===== config.mk =====
export PLATFORM = sky130hd
export DESIGN_NAME = mavef_div
export DESIGN_NICKNAME = d
export VERILOG_FILES = /design/src/rtl/mavef_div.sv
export SDC_FILE = /design/constraint.sdc
export NUM_CORES = 1
export LEC_CHECK = 0
export BUFFER_PORTS_ARGS = -buffer_cell sky130_fd_sc_hd__buf_2
export CORE_ASPECT_RATIO = 0.75
export CORE_MARGIN = 2
export CORE_UTILIZATION = 30
export CTS_BUF_LIST = sky130_fd_sc_hd__clkbuf_4 sky130_fd_sc_hd__clkbuf_8 sky130_fd_sc_hd__clkbuf_16
export DETAILED_ROUTE_END_ITERATION = 6
export SYNTH_ARGS = -nofsm -noshare
export SYNTH_HDL_FRONTEND = slang
export SYNTH_SLANG_ARGS = --single-unit
export TNS_END_PERCENT = 5

===== constraint.sdc =====
create_clock -name clk -period 2.4 [get_ports clk]
set_input_delay 0.24 -clock clk [delete_from_list [all_inputs] [get_ports clk]]
set_output_delay 0.24 -clock clk [all_outputs]
set_load 0.01 [all_outputs]

===== src/rtl/mavef_div.sv =====
// Bit-serial signed divider: signed dividend by a positive divisor,
// quotient truncated toward zero, one quotient bit per cycle.
// Standalone; no package dependencies.
`default_nettype none

module mavef_div #(
    parameter int DIVIDEND_W = 22,
    parameter int DIVISOR_W  = 7
)(
    input  logic                         clk,
    input  logic                         rst_n,
    input  logic                         start,
    input  logic signed [DIVIDEND_W-1:0] dividend,
    input  logic        [DIVISOR_W-1:0]  divisor,
    output logic                         done,
    output logic signed [DIVIDEND_W-1:0] quotient
);

    localparam int CNT_W = $clog2(DIVIDEND_W + 1);

    logic                   busy_reg;
    logic                   done_reg;
    logic [CNT_W-1:0]       cnt_reg;
    logic [DIVISOR_W-1:0]   rem_reg;
    logic [DIVIDEND_W-1:0]  quo_reg;
    logic [DIVISOR_W-1:0]   den_reg;
    logic                   neg_reg;

    logic [DIVISOR_W:0]     shifted;
    logic [DIVISOR_W:0]     trial;
    logic                   fits;

    assign shifted = {rem_reg, quo_reg[DIVIDEND_W-1]};
    assign trial   = shifted - {1'b0, den_reg};
    assign fits    = (shifted >= {1'b0, den_reg});

    always_ff @(posedge clk or negedge rst_n)
    begin
        if (!rst_n)
        begin
            busy_reg <= 1'b0;
            done_reg <= 1'b0;
            cnt_reg  <= '0;
        end
        else
        begin
            done_reg <= 1'b0;
            if (start)
            begin
                busy_reg <= 1'b1;
                cnt_reg  <= CNT_W'(DIVIDEND_W);
            end
            else if (busy_reg)
            begin
                cnt_reg <= cnt_reg - 1'b1;
                if (cnt_reg == CNT_W'(1))
                begin
                    busy_reg <= 1'b0;
                    done_reg <= 1'b1;
                end
            end
        end
    end

    // Datapath: work on the magnitude, restore the sign at the end.
    always_ff @(posedge clk)
    begin
        if (start)
        begin
            rem_reg <= '0;
            den_reg <= divisor;
            neg_reg <= dividend[DIVIDEND_W-1];
            quo_reg <= dividend[DIVIDEND_W-1] ? DIVIDEND_W'(-dividend) : DIVIDEND_W'(dividend);
        end
        else if (busy_reg)
        begin
            rem_reg <= fits ? trial[DIVISOR_W-1:0] : shifted[DIVISOR_W-1:0];
            quo_reg <= {quo_reg[DIVIDEND_W-2:0], fits};
        end
    end

    assign done     = done_reg;
    assign quotient = neg_reg ? -$signed(quo_reg) : $signed(quo_reg);

endmodule

`default_nettype wire


==> flow_summary.json <==
{
  "status": "complete, but fails checks",
  "violations": "setup timing",
  "fp.coreArea_um2": 9774,
  "worst_slack_ps": -46.86,
  "clkTransAtPathRegs_ps": 70,
  "ctsRootBufferMaster": "clkbuf_16",
  "antenna_found_initial": 0,
  "cts_tree": "yes",
  "synthCells": 327,
  "rows": 31,
  "clk_latency_ps": 290,
  "ioPinCount": 55,
  "min_to": "den_reg[5]",
  "routed_wl_um": 7626,
  "gr-total-overflow": 0,
  "grt_usage_pct": 14.07,
  "worstPathRequired_ps": 2160,
  "post_drt_wl_per_cell_um": 14.58,
  "gp_congestion": 0.8172,
  "antenna_cells": 0,
  "drtIter0Drc": 193,
  "m1WireLength_um": 3975,
  "endpoint_kind": "primary output",
  "dr_wl_met2_um": 3137,
  "slew_headroom_pct": 47.44,
  "die_y_um": 91.28,
  "syn_nets": 371,
  "crit_arrival_ps": 2210,
  "synth-warning-count": 0,
  "ys_types": 48,
  "drv_cap": 0,
  "drive_gt1_share_pct": 24.04,
  "grt_max_degree": 41,
  "final_cells": 523,
  "hold_start": "divisor[5]",
  "slew_violations": 0,
  "vias": 2602,
  "layout_commonest_cell": "buf_2",
  "tightest_slew_ps": 788.4,
  "io_buffer_count": 54,
  "synth.ff_latch_count": 44,
  "powerDensity_nw_per_um2": 784.5,
  "r2r-start": "quo_reg[21]",
  "dp.cells": 514,
  "ff2ff_setup_slack_ps": 40,
  "syn_to_final_growth_pct": 22.51,
  "timing.final.crit_period_ps": 2447,
  "worst-r2r-cell-count": 8,
  "first_pass_iters": 4,
  "cts_setup_buffers": 0,
  "hold_class": "in2reg",
  "drc": 0,
  "place_hpwl_um": 5702,
  "syn_area_um2": 3047,
  "startpoint_type": "register",
  "holdPathStages": 1,
  "wl_met3_um": 442,
  "grt_pass1_vias": 2433,
  "htreeDepth": 2,
  "cts.sinks": 44,
  "die-width_um": 120.4,
  "avgSynthCellArea_um2": 9.317,
  "post-route-util_pct": 38.18,
  "largest_reg_flops": 22,
  "r2r-end": "rem_reg[3]",
  "finalSetupViolCount": 4,
  "rsz0062_at_grt": "true",
  "clock.fmax_mhz": 408.7,
  "p_leak_nw": 1.490,
  "drtAntennaViolNets": 0,
  "cts_buffers": 5,
  "final_hold_viol_count": 0,
  "die_area_um2": 10990,
  "top_layer_used": "met4",
  "grt_pass1_wl_um": 12250,
  "via_per_inst": 4.975,
  "worstPathMaxFanout": 4,
  "ctsLongestPathBuffers": 2,
  "max-vdd-ir-drop_mv": 0.4119,
  "worstSetupPathType": "reg2out",
  "nets": 434,
  "skew_ps": 5.401,
  "fin_crit_sh_pct": 102.0,
  "layout_common_cells": "54 x buf_2, 41 x nor2_1, 30 x edfxtp_1, 25 x xnor2_1, 25 x nand2_1",
  "ys_seq_area_share_pct": 39.92,
  "start_util_pct": 31.17
}
per-stage QoR:
step | cell area, um2 | setup TNS, ps | hold slack (ps) | setup WS [ps] | power [W]
after detailed placement | 3542 | 0 | 84.51 | 15.11 | 0.002138
final | 3732 | -138.7 | 125.3 | -46.86 | 0.002928
after floorplan | 3047 | 0 | -55.59 | 240.2 | 0.001777
after global routing | 3732 | -1153 | 122.1 | -167.4 | 0.003111
after CTS | 3732 | -138.4 | 121.0 | -47.65 | 0.002934
after global placement | 3542 | 0 | 76.99 | 104.4 | 0.002118
timing repair:
action | in CTS | in global routing
pin swaps | 0 | 0
endpoints found under the setup margin | 5 | 12
resized for setup | 1 | 0
hold buffers | 1 | 0
endpoints found under the hold margin | 7 | 0
worst max-delay path, cell delays in order, from the launching register on:
cell,delay (ps)
edfxtp_1,400
or4_4,580
nor3_4,200
nand4b_4,170
o41ai_4,240
xnor2_1,170
buf_2,160
worst max-delay path by stage:
stage	startpoint	to	slack, ps
3_3_place_gp	quo_reg[21]	rem_reg[4]	100
4_1_cts	quo_reg[11]	quotient[19]	-50
5_1_grt	quo_reg[11]	quotient[21]	-170
2_1_floorplan	quo_reg[21]	rem_reg[3]	240
6_report	quo_reg[11]	quotient[19]	-50
3_5_place_dp	quo_reg[21]	rem_reg[4]	20
cell type report:
cell class,instances,area [um2]
fillers,1037,6042
multi-input cells,251,1714
flip-flops and latches,44,1216
repair buffers,71,400.4
well taps,132,165.2
clock buffers,7,163.9
inverters,17,63.81
clock inverters,1,8.758
power breakdown:
group,internal (W),total (W),switching (W),leakage [nW]
clock network,0.000480,0.000780,0.000300,0.0852
registers,0.000948,0.00107,0.000126,0.440
logic,0.000481,0.00107,0.000593,0.965
cell families after synthesis:
logic type      Yosys count  synth area share (%)
xor+xnor                 43                 12.36
mux                       4                 1.396
buf+inv                  32                 4.066
simple gates            119                 21.23
compound gates           73                 15.85
fa+ha+maj                12                 5.174
flops                    44                 39.92
synthesized netlist by cell type (all sizes together):
master | number | area [um2]
dfxtp | 7 | 140.1
o31ai | 13 | 102.6
nor4 | 4 | 37.53
a211oi | 3 | 27.52
xor2 | 18 | 157.7
mux2 | 2 | 22.52
nor2 | 41 | 153.9
xnor2 | 25 | 219.0
nor4b | 3 | 26.28
nand2 | 25 | 93.84
or2 | 2 | 12.51
nand3b | 2 | 15.01
a311oi | 5 | 43.79
nor3b | 5 | 37.54
a21o | 1 | 7.510
nand2b | 9 | 58.81
edfxtp | 30 | 900.9
a21oi | 24 | 120.1
o311ai | 1 | 8.760
buf | 4 | 18.77
ha | 11 | 137.6
or4 | 5 | 41.29
o21ai | 19 | 95.09
a31oi | 1 | 6.260
fa | 1 | 20.02
nor3 | 4 | 36.29
o32ai | 1 | 8.760
dfrtp | 7 | 175.2
clkbuf | 11 | 41.29
mux2i | 2 | 20.02
inv | 17 | 63.81
o41ai | 5 | 62.56
nand3 | 5 | 25.02
nor2b | 1 | 6.260
nand4b | 1 | 23.77
or4b | 1 | 10.01
or3 | 8 | 50.05
nand4 | 3 | 18.77
per-layer routing:
metal / vias to the layer above / global-route usage (%)
met1: 1226 / 21.81
met4: 0 / 3.488
met5: - / 0
met3: 5 / 2.261
li1: 1303 / -
met2: 68 / 20.10
Power figures use the tool's default switching activity.
